`src/rtl/arp_resolve_and_reply_defines.svh`:
```
// Assertion macros shared by the ARP engine modules.
// Each macro expects clk_i and rst_ni to exist in the module that uses it.
`ifndef ARP_RESOLVE_AND_REPLY_DEFINES_SVH
`define ARP_RESOLVE_AND_REPLY_DEFINES_SVH

// Checks that a condition holds at every clock edge outside reset.
`define ARR_ASSERT(name, expr, msg) \
  name: assert property (@(posedge clk_i) disable iff (!rst_ni) (expr)) else $error(msg);

// Checks that a consequence holds in the same cycle as its cause.
`define ARR_ASSERT_IMPLIES(name, ante, cons, msg) \
  name: assert property (@(posedge clk_i) disable iff (!rst_ni) \
    (ante) |-> (cons)) else $error(msg);

`endif

```
`src/rtl/arr_pkg.sv`:
```
`timescale 1ns / 1ps
package arr_pkg;

  localparam int PayloadBytes = 28;
  localparam int IdxW         = $clog2(PayloadBytes);
  localparam int CmdFifoDepth = 2;

  localparam logic [7:0]  HwTypeEtherLow = 8'h01;
  localparam logic [15:0] ProtoIpv4      = 16'h0800;
  localparam logic [7:0]  HwAddrLen      = 8'd6;
  localparam logic [7:0]  ProtoAddrLen   = 8'd4;
  localparam logic [7:0]  ArpOpRequest   = 8'h01;
  localparam logic [7:0]  ArpOpReply     = 8'h02;
  localparam logic [47:0] BcastMac       = 48'hFFFF_FFFF_FFFF;
  localparam logic [31:0] NoGateway      = 32'h0000_0000;

  typedef enum logic [1:0] {
    KindPacket  = 2'd0,
    KindResolve = 2'd1,
    KindCheck   = 2'd2
  } req_kind_e;

  typedef enum logic [1:0] {
    RegLocalIp    = 2'd0,
    RegSubnetMask = 2'd1,
    RegGatewayIp  = 2'd2,
    RegLocalMac   = 2'd3
  } cfg_reg_e;

  typedef struct packed {
    logic [1:0]  req_type;
    logic        tx_ready;
    logic        short_packet;
    logic [15:0] hw_type;
    logic [15:0] proto_type;
    logic [7:0]  hw_len;
    logic [7:0]  proto_len;
    logic [15:0] opcode;
    logic [47:0] sender_mac;
    logic [31:0] sender_ip;
    logic [31:0] target_ip;
    logic [31:0] query_ip;
  } in_item_t;

  typedef struct packed {
    logic        tx_valid;
    logic [7:0]  tx_byte;
    logic [47:0] eth_dest_mac;
    logic        last;
    logic        done_res;
    logic        packet_consumed;
    logic        resolved;
    logic [47:0] resolved_mac;
  } result_t;

  typedef struct packed {
    logic [31:0] local_ip;
    logic [31:0] subnet_mask;
    logic [31:0] gateway_ip;
    logic [47:0] local_mac;
  } cfg_t;

  // One command from the classifier to the transmit side. For an ARP frame the
  // mac field is both the Ethernet destination and the target hardware address
  // and ip is the already routed target IP; for a single status result the mac
  // field carries the resolved MAC.
  typedef struct packed {
    logic        is_arp;
    logic        is_reply;
    logic [47:0] mac;
    logic [31:0] ip;
    logic        done;
    logic        cons;
    logic        res;
  } cmd_t;

  function automatic logic [7:0] arp_byte(logic [IdxW-1:0] idx, cmd_t c, cfg_t cfg);
    logic [7:0] b;
    b = 8'h00;
    case (idx)
      5'd1:  b = HwTypeEtherLow;
      5'd2:  b = ProtoIpv4[15:8];
      5'd3:  b = ProtoIpv4[7:0];
      5'd4:  b = HwAddrLen;
      5'd5:  b = ProtoAddrLen;
      5'd7:  b = c.is_reply ? ArpOpReply : ArpOpRequest;
      5'd8:  b = cfg.local_mac[47:40];
      5'd9:  b = cfg.local_mac[39:32];
      5'd10: b = cfg.local_mac[31:24];
      5'd11: b = cfg.local_mac[23:16];
      5'd12: b = cfg.local_mac[15:8];
      5'd13: b = cfg.local_mac[7:0];
      5'd14: b = cfg.local_ip[31:24];
      5'd15: b = cfg.local_ip[23:16];
      5'd16: b = cfg.local_ip[15:8];
      5'd17: b = cfg.local_ip[7:0];
      5'd18: b = c.mac[47:40];
      5'd19: b = c.mac[39:32];
      5'd20: b = c.mac[31:24];
      5'd21: b = c.mac[23:16];
      5'd22: b = c.mac[15:8];
      5'd23: b = c.mac[7:0];
      5'd24: b = c.ip[31:24];
      5'd25: b = c.ip[23:16];
      5'd26: b = c.ip[15:8];
      5'd27: b = c.ip[7:0];
      default: b = 8'h00;
    endcase
    return b;
  endfunction

endpackage

```
`src/rtl/arr_front.sv`:
```
`timescale 1ns / 1ps
module arr_front (
  input  logic            clk_i,
  input  logic            rst_ni,
  input  arr_pkg::cfg_t     cfg_i,
  input  arr_pkg::in_item_t item_i,
  input  logic            accept_i,
  output arr_pkg::cmd_t     cmd_o
);
  import arr_pkg::*;

  logic        pending_q, pending_d;
  logic [47:0] remote_mac_q, remote_mac_d;
  logic [31:0] remote_ip_q, remote_ip_d;
  logic [47:0] resp_mac_q, resp_mac_d;
  logic [31:0] resp_ip_q, resp_ip_d;
  logic [31:0] src_ip;
  logic        hdr_ok;
  logic        check_ok;
  logic        off_subnet;
  cmd_t        cmd;

  assign hdr_ok = (item_i.hw_type[7:0] == HwTypeEtherLow) &&
                  (item_i.proto_type == ProtoIpv4) &&
                  (item_i.hw_len == HwAddrLen) &&
                  (item_i.proto_len == ProtoAddrLen) &&
                  (item_i.target_ip == cfg_i.local_ip);

  assign check_ok = (resp_ip_q == item_i.query_ip) ||
                    ((cfg_i.gateway_ip != NoGateway) && (resp_ip_q == cfg_i.gateway_ip));

  always_comb begin
    cmd          = '0;
    src_ip       = item_i.query_ip;
    pending_d    = pending_q;
    remote_mac_d = remote_mac_q;
    remote_ip_d  = remote_ip_q;
    resp_mac_d   = resp_mac_q;
    resp_ip_d    = resp_ip_q;
    unique case (req_kind_e'(item_i.req_type))
      KindPacket: begin
        if (pending_q) begin
          // The held reply goes first; the packet itself is not read.
          src_ip = remote_ip_q;
          if (item_i.tx_ready) begin
            cmd.is_arp   = 1'b1;
            cmd.is_reply = 1'b1;
            cmd.mac      = remote_mac_q;
            cmd.done     = 1'b1;
            pending_d    = 1'b0;
          end
        end else if (item_i.short_packet) begin
          cmd.done = 1'b1;
        end else if (!hdr_ok) begin
          cmd.done = 1'b1;
          cmd.cons = 1'b1;
        end else if (item_i.opcode[7:0] == ArpOpRequest) begin
          remote_mac_d = item_i.sender_mac;
          remote_ip_d  = item_i.sender_ip;
          src_ip       = item_i.sender_ip;
          cmd.cons     = 1'b1;
          if (item_i.tx_ready) begin
            cmd.is_arp   = 1'b1;
            cmd.is_reply = 1'b1;
            cmd.mac      = item_i.sender_mac;
            cmd.done     = 1'b1;
          end else begin
            pending_d = 1'b1;
          end
        end else begin
          cmd.done = 1'b1;
          cmd.cons = 1'b1;
          if (item_i.opcode[7:0] == ArpOpReply) begin
            resp_mac_d = item_i.sender_mac;
            resp_ip_d  = item_i.sender_ip;
          end
        end
      end
      KindResolve: begin
        if (item_i.tx_ready) begin
          cmd.is_arp = 1'b1;
          cmd.mac    = BcastMac;
          cmd.done   = 1'b1;
          resp_ip_d  = '0;
        end
      end
      KindCheck: begin
        cmd.done = 1'b1;
        if (check_ok) begin
          cmd.res = 1'b1;
          cmd.mac = resp_mac_q;
        end
      end
      default: begin
        cmd.done = 1'b1;
      end
    endcase
    off_subnet = |((cfg_i.local_ip ^ src_ip) & cfg_i.subnet_mask);
    cmd.ip     = off_subnet ? cfg_i.gateway_ip : src_ip;
  end

  assign cmd_o = cmd;

  always_ff @(posedge clk_i or negedge rst_ni) begin
    if (!rst_ni) begin
      pending_q <= 1'b0;
      resp_mac_q <= '0;
      resp_ip_q <= '0;
    end else if (accept_i) begin
      pending_q <= pending_d;
      resp_mac_q <= resp_mac_d;
      resp_ip_q <= resp_ip_d;
    end
  end

  always_ff @(posedge clk_i) begin
    if (accept_i) begin
      remote_mac_q <= remote_mac_d;
      remote_ip_q <= remote_ip_d;
    end
  end

endmodule

```
`src/rtl/arr_cmd_fifo.sv`:
```
`timescale 1ns / 1ps
`include "arp_resolve_and_reply_defines.svh"
module arr_cmd_fifo #(
  parameter int Depth = arr_pkg::CmdFifoDepth
) (
  input  logic          clk_i,
  input  logic          rst_ni,
  input  logic          push_i,
  input  arr_pkg::cmd_t cmd_i,
  output logic          full_o,
  input  logic          pop_i,
  output logic          valid_o,
  output arr_pkg::cmd_t cmd_o
);
  import arr_pkg::*;

  localparam int PtrW = (Depth > 1) ? $clog2(Depth) : 1;
  localparam int CntW = $clog2(Depth + 1);

  cmd_t            slot_q [Depth];
  logic [PtrW-1:0] wr_ptr_q, rd_ptr_q;
  logic [CntW-1:0] count_q;

  function automatic logic [PtrW-1:0] next_ptr(logic [PtrW-1:0] p);
    return (p == PtrW'(Depth - 1)) ? '0 : p + 1'b1;
  endfunction

  assign full_o  = (count_q == CntW'(Depth));
  assign valid_o = (count_q != '0);
  assign cmd_o   = slot_q[rd_ptr_q];

  always_ff @(posedge clk_i) begin
    if (push_i) begin
      slot_q[wr_ptr_q] <= cmd_i;
    end
  end

  always_ff @(posedge clk_i or negedge rst_ni) begin
    if (!rst_ni) begin
      wr_ptr_q <= '0;
      rd_ptr_q <= '0;
      count_q  <= '0;
    end else begin
      if (push_i) begin
        wr_ptr_q <= next_ptr(wr_ptr_q);
      end
      if (pop_i) begin
        rd_ptr_q <= next_ptr(rd_ptr_q);
      end
      if (push_i && !pop_i) begin
        count_q <= count_q + 1'b1;
      end else if (pop_i && !push_i) begin
        count_q <= count_q - 1'b1;
      end
    end
  end

  `ARR_ASSERT(a_count_bound, count_q <= CntW'(Depth), "command queue overfilled")
  `ARR_ASSERT_IMPLIES(a_no_push_full, push_i, !full_o, "push into a full command queue")
  `ARR_ASSERT_IMPLIES(a_no_pop_empty, pop_i, valid_o, "pop from an empty command queue")

endmodule

```
`src/rtl/arr_back.sv`:
```
`timescale 1ns / 1ps
`include "arp_resolve_and_reply_defines.svh"
module arr_back (
  input  logic             clk_i,
  input  logic             rst_ni,
  input  arr_pkg::cfg_t    cfg_i,
  input  logic             cmd_valid_i,
  input  arr_pkg::cmd_t    cmd_i,
  output logic             cmd_pop_o,
  output logic             empty_o,
  input  logic             pop_i,
  output arr_pkg::result_t result_o
);
  import arr_pkg::*;

  logic [IdxW-1:0] idx_q;
  result_t         out_q;
  logic            out_valid_q;
  result_t         res;
  logic            advance;
  logic            produce;

  always_comb begin
    res = '0;
    if (cmd_i.is_arp) begin
      res.tx_valid        = 1'b1;
      res.tx_byte         = arp_byte(idx_q, cmd_i, cfg_i);
      res.eth_dest_mac    = cmd_i.mac;
      res.last            = (idx_q == IdxW'(PayloadBytes - 1));
      res.done_res        = 1'b1;
      res.packet_consumed = cmd_i.cons;
    end else begin
      res.last            = 1'b1;
      res.done_res        = cmd_i.done;
      res.packet_consumed = cmd_i.cons;
      res.resolved        = cmd_i.res;
      res.resolved_mac    = cmd_i.mac;
    end
  end

  assign advance   = !out_valid_q || pop_i;
  assign produce   = advance && cmd_valid_i;
  assign cmd_pop_o = produce && res.last;
  assign empty_o   = !out_valid_q;
  assign result_o  = out_q;

  always_ff @(posedge clk_i) begin
    if (produce) begin
      out_q <= res;
    end
  end

  always_ff @(posedge clk_i or negedge rst_ni) begin
    if (!rst_ni) begin
      out_valid_q <= 1'b0;
      idx_q       <= '0;
    end else if (produce) begin
      out_valid_q <= 1'b1;
      idx_q       <= res.last ? '0 : idx_q + 1'b1;
    end else if (pop_i) begin
      out_valid_q <= 1'b0;
    end
  end

  `ARR_ASSERT(a_idx_range, idx_q < IdxW'(PayloadBytes), "byte index past frame end")
  `ARR_ASSERT_IMPLIES(a_single_at_start, cmd_valid_i && !cmd_i.is_arp, idx_q == '0,
                      "status command seen mid-frame")
  `ARR_ASSERT_IMPLIES(a_pop_needs_produce, cmd_pop_o, produce && res.last,
                      "command retired without its last result")

endmodule

```
`src/rtl/arp_resolve_and_reply.sv`:
```
`timescale 1ns / 1ps
// A taken request passes through the command queue and the output register before its result
// shows. A request that sends an ARP frame yields its 28 payload bytes; any other request
// yields one status result. A two-entry command queue sits between the classifier and the
// byte sequencer. Reset (rst_ni low, asynchronous) clears the registers, the pending reply
// flag, the last response and both queues; no clearing pass.
module arp_resolve_and_reply #(
  parameter int CmdDepth = arr_pkg::CmdFifoDepth
) (
  input  logic              clk_i,
  input  logic              rst_ni,
  // Request side, queue-like: taken when push is high and full is low.
  input  logic              push,
  output logic              full,
  input  arr_pkg::in_item_t in_item_i,
  // Result side, queue-like: the oldest result is shown while empty is low.
  output logic              empty,
  input  logic              pop,
  output arr_pkg::result_t  result_o,
  // Register write channel.
  input  logic              cfg_valid_i,
  output logic              cfg_ready_o,
  input  logic [1:0]        cfg_index_i,
  input  logic [47:0]       cfg_data_i
);
  import arr_pkg::*;

  cfg_t cfg_q;
  cmd_t front_cmd;
  cmd_t queue_cmd;
  logic accept;
  logic queue_valid;
  logic queue_pop;

  // Register writes are always taken. Software must change them only while the block is
  // idle, which the block itself does not enforce, so the front and back read them directly.
  assign cfg_ready_o = 1'b1;

  always_ff @(posedge clk_i or negedge rst_ni) begin
    if (!rst_ni) begin
      cfg_q <= '0;
    end else if (cfg_valid_i) begin
      unique case (cfg_reg_e'(cfg_index_i))
        RegLocalIp:    cfg_q.local_ip <= cfg_data_i[31:0];
        RegSubnetMask: cfg_q.subnet_mask <= cfg_data_i[31:0];
        RegGatewayIp:  cfg_q.gateway_ip <= cfg_data_i[31:0];
        RegLocalMac:   cfg_q.local_mac <= cfg_data_i;
        default: ;
      endcase
    end
  end

  // A request is taken whenever the command queue has room. The front part
  // classifies it in the same cycle, updates the responder state (pending
  // reply, remote peer, last response) and turns it into one command.
  assign accept = push && !full;

  arr_front u_front (
    .clk_i    (clk_i),
    .rst_ni   (rst_ni),
    .cfg_i    (cfg_q),
    .item_i   (in_item_i),
    .accept_i (accept),
    .cmd_o    (front_cmd)
  );

  // The command queue lets the classifier keep taking requests while the
  // back part is still streaming a 28-byte frame.
  arr_cmd_fifo #(
    .Depth (CmdDepth)
  ) u_cmd_fifo (
    .clk_i   (clk_i),
    .rst_ni  (rst_ni),
    .push_i  (accept),
    .cmd_i   (front_cmd),
    .full_o  (full),
    .pop_i   (queue_pop),
    .valid_o (queue_valid),
    .cmd_o   (queue_cmd)
  );

  // The back part expands each command into its results: one status result,
  // or the ARP payload a byte per cycle while results are popped. Its output
  // register holds the shown result and is refilled in the same cycle it is popped.
  arr_back u_back (
    .clk_i       (clk_i),
    .rst_ni      (rst_ni),
    .cfg_i       (cfg_q),
    .cmd_valid_i (queue_valid),
    .cmd_i       (queue_cmd),
    .cmd_pop_o   (queue_pop),
    .empty_o     (empty),
    .pop_i       (pop),
    .result_o    (result_o)
  );

endmodule

```
`config.mk`:
```
export PLATFORM = sky130hd
export DESIGN_NAME = arp_resolve_and_reply
export DESIGN_NICKNAME = d
export VERILOG_FILES = /design/src/rtl/arr_pkg.sv /design/src/rtl/arr_front.sv /design/src/rtl/arr_cmd_fifo.sv /design/src/rtl/arr_back.sv /design/src/rtl/arp_resolve_and_reply.sv
export VERILOG_INCLUDE_DIRS = /design/src /design/src/rtl
export SDC_FILE = /design/constraint.sdc
export NUM_CORES = 1
export LEC_CHECK = 0
export ABC_AREA = 1
export BUFFER_PORTS_ARGS = -buffer_cell sky130_fd_sc_hd__buf_2
export CAP_MARGIN = 5
export CORE_ASPECT_RATIO = 0.6
export CORE_MARGIN = 5
export CORE_UTILIZATION = 36
export DETAILED_ROUTE_END_ITERATION = 12
export GPL_ROUTABILITY_DRIVEN = 0
export GPL_TIMING_DRIVEN = 0
export MAX_ROUTING_LAYER = met4
export PLACE_DENSITY = 0.59
export SYNTH_ARGS = -nofsm -noshare
export SYNTH_HDL_FRONTEND = slang
export SYNTH_SLANG_ARGS = --single-unit
```
`constraint.sdc`:
```
create_clock -name clk_i -period 10.8 [get_ports clk_i]
set_clock_uncertainty 0.2 [all_clocks]
set_input_delay 1.62 -clock clk_i [delete_from_list [all_inputs] [get_ports clk_i]]
set_output_delay 1.62 -clock clk_i [all_outputs]
set_load 0.005 [all_outputs]
```
==> impl_metrics.env, run 1 <==
export IMPL_post_synth_cell_area_avg_um2=9.48
export IMPL_synth_cells=2915
export IMPL_track_usage_pct=26.6
export IMPL_num_fill_cells=7408
export IMPL_synth_top_cell_by_area="edfxtp_1"
export IMPL_synth_area_um2=27600
export IMPL_synthMuxAreaShare_pct=2.43
export IMPL_post_route_util_pct=43.5
export IMPL_hold_violations=0
export IMPL_critPathMaxStageDelay_ps=730
export IMPL_yosysMostFrequentCell="nand2_1"
export IMPL_io_buffers=360
export IMPL_final_max_slew_violation_count=0
export IMPL_dp_hpwl_um=86500
export IMPL_outcome="complete, no violations"
export IMPL_drt_iter0_markers=3661
export IMPL_clock_fmax_mhz=191
export IMPL_syn_nets=3188
export IMPL_ir_drop_mv=0.126
export IMPL_grt_pass1_wl_um=155000
export IMPL_cts_max_path_buffers=3
export IMPL_cp_end_kind="flop"
export IMPL_synth_top_family_by_area="simple AND/OR/NAND/NOR gates"
export IMPL_worstPathMaxFanout=10
export IMPL_fp_row_count=78
export IMPL_synth_area_leaders="edfxtp_1, dfrtp_1, nand2_1"
export IMPL_cts_root_buf="clkbuf_16"
export IMPL_yosysWarnings=0
export IMPL_antenna_found_initial=15
export IMPL_period_needed_ps=5240
export IMPL_final_nets=3623
export IMPL_synth_simple_gate_area_share_pct=21.4
export IMPL_synthXorXnorAreaFrac_pct=1.62
export IMPL_htreeDepth=2
export IMPL_worst_slack_ps=5560
export IMPL_synthFlopType="edfxtp_1"
export IMPL_first_pass_iters=6
export IMPL_netlist_top_cells_count="nand2_1, edfxtp_1, nor2_1, dfrtp_1, inv_1"
export IMPL_worstPathCellList="buf_2, xnor2_1, nand2_1, nor2_1, nand2_1, nor2_2, nand2_2, nor2_2, nand2_1, nand3_1, nand2_1, nand2_1, nand2_1, nand3_1, nand2_1, nor2_1, nand2_1, nor2_4, nand2_4, buf_6, nand2_1, nand2_1"
export IMPL_die_x_um=368
export IMPL_setup_reg_to_reg_worst_slack_ps=6160
export IMPL_coreArea_um2=75800
export IMPL_crit_top_cell="nand2_1"
export IMPL_initial_utilization_pct=36.4
export IMPL_vias=23907
export IMPL_drt_drc_violations_left=0
export IMPL_die_height_um=225
export IMPL_drive_above_1_share_pct=16.3
export IMPL_synth_async_reset_ratio_pct=39.6
export IMPL_area_delta_synth_final_pct=19.5
export IMPL_cp_arrival_ps=5320
export IMPL_setup_viol=0
export IMPL_maxCapViolCount=0
export IMPL_yosysTopAreaCellShare_pct=39.0
export IMPL_synth_compound_area_share_pct=8.42
export IMPL_path_class="primary input to flop"
export IMPL_hold_class="flop to flop"
export IMPL_dieArea_um2=82600
export IMPL_cts_buffers_inserted=58
export IMPL_grt_pass1_vias=21797
export IMPL_io_pins=379
export IMPL_ctsResizeCount=0
export IMPL_clkSinkCount=594
export IMPL_crit_required_ps=10880
export IMPL_clk_pin_slew_ps=60
export IMPL_gr_total_overflow=0
export IMPL_cp_start_kind="primary input"
export IMPL_finalCritPeriodShare_pct=48.5
export IMPL_power_density_nw_per_um2=230
export IMPL_rsz0062_at_grt="false"
export IMPL_maxSlewHeadroom_pct=12.3
export IMPL_cts_tree="built"
export IMPL_post_cts_buffers=0
export IMPL_antenna_left=0
export IMPL_ys_seq_area_share_pct=60.3
export IMPL_drt_total_wl_um=110000
export IMPL_ys_ff_latch=594
export IMPL_synth_adder_area_share_pct=0.272
export IMPL_cpMaxStageDelayCell="xnor2_1"
export IMPL_vias_per_cell=5.41
export IMPL_ctsHoldBuffers=0
export IMPL_ys_types=52
export IMPL_grt_max_degree=93
export IMPL_p_leak_uw=0.0146
export IMPL_wl_per_cell_um=25.0
export IMPL_finalPower_uw=7570
export IMPL_tightest_slew_ps=1280
export IMPL_synth_edf_count=359
export IMPL_pre_cts_slack_ps=5270
export IMPL_clock_latency_ps=670
## sequential cells by signal, indices dropped and copies added, names as in the netlist
register,cells
u_cmd_fifo.slot_q,170
cfg_q,144
u_back.result_o,109
u_front.remote_mac_q,48
u_front.resp_mac_q,48
u_front.remote_ip_q,32
u_front.resp_ip_q,32
u_back.idx_q,5
u_cmd_fifo.count_q,2
u_back.out_valid_q,1
u_cmd_fifo.rd_ptr_q,1
u_cmd_fifo.wr_ptr_q,1
u_front.pending_q,1
## cell usage in the layout (no fill, tap or decap), types with 9 or more instances in the layout
cell type	instances
mux2_2	16
a221oi_1	17
clkinv_1	12
inv_2	19
edfxtp_1	359
a21oi_1	38
clkbuf_1	110
or2_2	24
clkbuf_16	60
o22ai_1	25
o21ai_0	229
nand4_1	39
nor4_1	26
nand2_1	766
dfrtp_1	235
inv_1	234
buf_2	367
buf_12	13
nor2_1	314
buf_1	14
o2111ai_1	9
buf_4	10
o211ai_1	50
mux2i_1	49
nand3_1	212
xnor2_1	45
diode_2	17
## path summary, 6_finish.rpt
kind                                        start                 endpoint  cells past startpoint
min in group asynchronous                  rst_ni               cfg_q[142]                      1
max in group asynchronous                  rst_ni                cfg_q[86]                      3
min                        u_front.resp_mac_q[40]   u_front.resp_mac_q[40]                      2
min reg2reg                u_front.resp_mac_q[40]   u_front.resp_mac_q[40]                      2
max reg2reg                            cfg_q[116]  u_cmd_fifo.slot_q[1][9]                     21
max                                 in_item_i[36]  u_cmd_fifo.slot_q[1][9]                     22
## cells by family (layout without fill, tap and decap cells)
family | count (synthesis) | count (layout)
fa+ha+maj | 6 | 6
mux | 65 | 65
compound gates | 396 | 396
simple gates | 1416 | 1416
xor+xnor | 51 | 51
other cells | 1 | 18
flops | 594 | 594
buf+inv | 386 | 870
## per-layer routing
metal / global-route usage [%] / wire length, um
met4: 5.22 / 1980
met5: - / 0
met2: 33.1 / 41800
met1: 40.6 / 49800
met3: 10.1 / 16700
## final cells by class
type | instances | area (um2) | share of cell area (%)
clock buffers | 78 | 1610 | 4.88
repair buffers | 375 | 2130 | 6.45
well taps | 1000 | 1250 | 3.79
multi-input cells | 1935 | 9480 | 28.7
flip-flops and latches | 594 | 16700 | 50.5
clock inverters | 31 | 313 | 0.948
plain buffers | 131 | 562 | 1.70
inverters | 255 | 957 | 2.90
diodes | 17 | 42.5 | 0.129
## through the flow
step	instances	cell area, um2	hold slack [ps]	setup TNS (ps)
6_report	4416	33000	283	0
5_1_grt	4412	33000	297	0
4_1_cts	4399	33000	289	0
3_5_place_dp	4290	31000	273	0
3_3_place_gp	4275	30700	266	-48230
2_1_floorplan	2915	27600	253	0
## worst max-delay path: cells and delay by family
kind,cells,cell delay (ps)
xor+xnor,1,730
buf+inv,2,280
simple gates,19,2670
## power by group
group / switching (uW) / leakage, uW / internal (uW)
sequential: 292 / 0.00643 / 3080
clock: 938 / 0.000938 / 1170
combinational: 1430 / 0.00719 / 655
total: 2660 / 0.0146 / 4910
No activity file was read; power rests on OpenSTA's default activity.
==> inputs of run 2 (changes only) <==
--- a/config.mk
+++ b/config.mk
@@ -16,7 +16,7 @@
 export GPL_ROUTABILITY_DRIVEN = 0
 export GPL_TIMING_DRIVEN = 0
 export MAX_ROUTING_LAYER = met4
-export PLACE_DENSITY = 0.59
+export PLACE_DENSITY = 0.61
 export SYNTH_ARGS = -nofsm -noshare
 export SYNTH_HDL_FRONTEND = slang
 export SYNTH_SLANG_ARGS = --single-unit
==> constraint.sdc (replaced) <==
create_clock -name clk_i -period 4.5 [get_ports clk_i]
set_clock_uncertainty 0.2 [all_clocks]
set_input_delay 0.675 -clock clk_i [delete_from_list [all_inputs] [get_ports clk_i]]
set_output_delay 0.675 -clock clk_i [all_outputs]
set_load 0.005 [all_outputs]
==> run 2 against run 1 <==
  * The run now ends with setup timing left
  * Non-clock buffer count rose by 46
  * First-iteration DRC count fell by 6.6%
  * Wire length rose by 0.94%
  * Critical path depth fell by 16
  * Count of clock-buffer cells in the layout rose by 2
  * Cell area rose by 1.7%
  * Clock power rose by 150%
  * Hold slack got worse by 260 ps
  * Worst setup slack got worse by 5700 ps
  * Sequential cell count did not move
  * Critical path type is now flop to flop
  * Largest power group unchanged
  * Highest routed layer unchanged
==> impl_metrics.env, run 2 (synthesis results as in run 1) <==
export IMPL_outcome="complete, but fails checks"
export IMPL_violations="setup timing"
export IMPL_clk_pin_slew_ps=70
export IMPL_antenna_left=0
export IMPL_pre_cts_slack_ps=-170
export IMPL_num_fill_cells=7420
export IMPL_first_pass_iters=9
export IMPL_seq_area_um2=16700
export IMPL_grt_max_degree=97
export IMPL_drt_iter0_markers=3419
export IMPL_crit_required_ps=4610
export IMPL_drive_above_1_share_pct=16.5
export IMPL_finalPower_uw=18400
export IMPL_antenna_found_initial=12
export IMPL_final_nets=3669
export IMPL_tightest_slew_ps=1190
export IMPL_grt_pass1_vias=22265
export IMPL_io_buffers=360
export IMPL_worstPathMaxFanout=10
export IMPL_gr_total_overflow=0
export IMPL_maxSlewHeadroom_pct=18.8
export IMPL_layout_common_cells="nand2_1, buf_2, edfxtp_1, nor2_1, dfrtp_1"
export IMPL_clkPwrFrac_pct=28.2
export IMPL_track_usage_pct=26.8
export IMPL_wl_per_cell_um=25.0
export IMPL_switching_share_pct=35.4
export IMPL_vias=24237
export IMPL_setup_viol=1
export IMPL_grt_pass1_wl_um=156000
export IMPL_cts_tree="built"
export IMPL_period_needed_ps=4620
export IMPL_dp_cells=4290
export IMPL_largest_reg_flops=170
export IMPL_post_dp_cell_area_um2=31100
export IMPL_cts_buffers_inserted=58
export IMPL_htreeDepth=2
export IMPL_whs_path_depth=1
export IMPL_fp_row_count=78
export IMPL_r2r_start="u_cmd_fifo.rd_ptr_q"
export IMPL_clock_latency_ps=690
export IMPL_ir_drop_mv=0.303
export IMPL_ff2ff_path_depth=6
export IMPL_coreArea_um2=75800
export IMPL_dieArea_um2=82600
export IMPL_cts_max_path_buffers=3
export IMPL_clkSinkCount=594
export IMPL_min_from="in_item_i[85]"
export IMPL_power_switching_uw=6510
export IMPL_pwr_share_comb_pct=27.9
export IMPL_seqPwrFrac_pct=43.9
export IMPL_drt_total_wl_um=111000
export IMPL_power_density_nw_per_um2=548
export IMPL_cp_arrival_ps=4730
export IMPL_io_pins=379
export IMPL_multi_input_area_um2=9490
export IMPL_hold_violations=0
export IMPL_dp_hpwl_um=86600
export IMPL_vias_per_cell=5.44
export IMPL_p_leak_uw=0.0148
export IMPL_design_area_um2=33600
export IMPL_initial_utilization_pct=36.4
export IMPL_r2r_end="u_back.result_o[101]"
export IMPL_setup_reg_to_reg_worst_slack_ps=-120
export IMPL_hold_class="primary input to flop"
export IMPL_cp_start_kind="flop"
export IMPL_worst_slack_ps=-117
export IMPL_clock_fmax_mhz=217
export IMPL_final_max_slew_violation_count=0
export IMPL_holdPathEnd="u_front.remote_ip_q[21]"
export IMPL_layout_commonest_cell="nand2_1"
export IMPL_maxCapViolCount=0
export IMPL_finalCritPeriodShare_pct=103
export IMPL_p_int_uw=11900
export IMPL_rsz0062_at_grt="false"
export IMPL_cts_root_buf="clkbuf_16"
export IMPL_largest_register="u_cmd_fifo.slot_q"
export IMPL_die_height_um=225
export IMPL_drt_drc_violations_left=0
export IMPL_path_class="flop to flop"
export IMPL_area_delta_synth_final_pct=21.5
export IMPL_die_x_um=368
export IMPL_cp_end_kind="flop"
export IMPL_post_cts_buffers=0
export IMPL_stdcell_count=4454
[run 2: repair_timing]
action | CTS | global route
hold endpoints to repair | 117 | 0
endpoints found under the setup margin | 0 | 28
hold buffers | 46 | 0
resized for setup | 0 | 7
[run 2: metrics by stage]
stage	utilization [%]	hold slack [ps]	TNS, ps
3_3_place_gp	40.5	266	-856040
3_5_place_dp	41.0	274	-4490
5_1_grt	44.3	10.6	0
4_1_cts	44.2	0.812	0
6_report	44.3	19.6	-117
2_1_floorplan	-	179	0
[run 2: cell type report]
class / instances / area share (%)
clock buffers: 80 / 5.00
well taps: 1000 / 3.73
plain buffers: 131 / 1.72
inverters: 255 / 2.85
repair buffers: 421 / 7.76
diodes: 8 / 0.0597
multi-input cells: 1935 / 28.3
flip-flops and latches: 594 / 49.6
clock inverters: 30 / 0.947
[run 2: how the worst max path moves through the flow]
| stage | start | to | cells past startpoint |
|---|---|---|---|
| global route | u_cmd_fifo.rd_ptr_q | u_back.result_o[101] | 6 |
| finish | u_cmd_fifo.rd_ptr_q | u_back.result_o[101] | 6 |
| CTS | u_cmd_fifo.rd_ptr_q | u_back.result_o[101] | 6 |
| global placement | in_item_i[211] | u_front.remote_mac_q[7] | 8 |
| detailed placement | in_item_i[211] | u_front.resp_mac_q[13] | 11 |
| floorplan | in_item_i[211] | u_front.remote_ip_q[0] | 7 |
[run 2: layer usage]
layer / up-vias / global-route usage, % / wire length, um
li1: 10824 / - / -
met1: 11731 / 40.7 / 50500
met2: 1492 / 33.2 / 41700
met3: 190 / 9.91 / 16300
met4: 0 / 5.81 / 2750
met5: - / - / 0
[run 2: power groups by stage]
stage	logic [uW]	clock network, uW	registers [uW]
finish	5130	5190	8090
global route	5540	5480	8180
CTS	5040	5240	8060
floorplan	2400	0	8060
global placement	4730	0	8240
detailed placement	4990	0	8150
[run 2: critical path, cell delays in order (launching register included)]
cell	delay (ps)
dfrtp_1	320
clkbuf_1	460
clkdlybuf4s15_1	950
mux2i_1	830
nor2_1	180
a2111oi_0	1030
a41oi_1	280
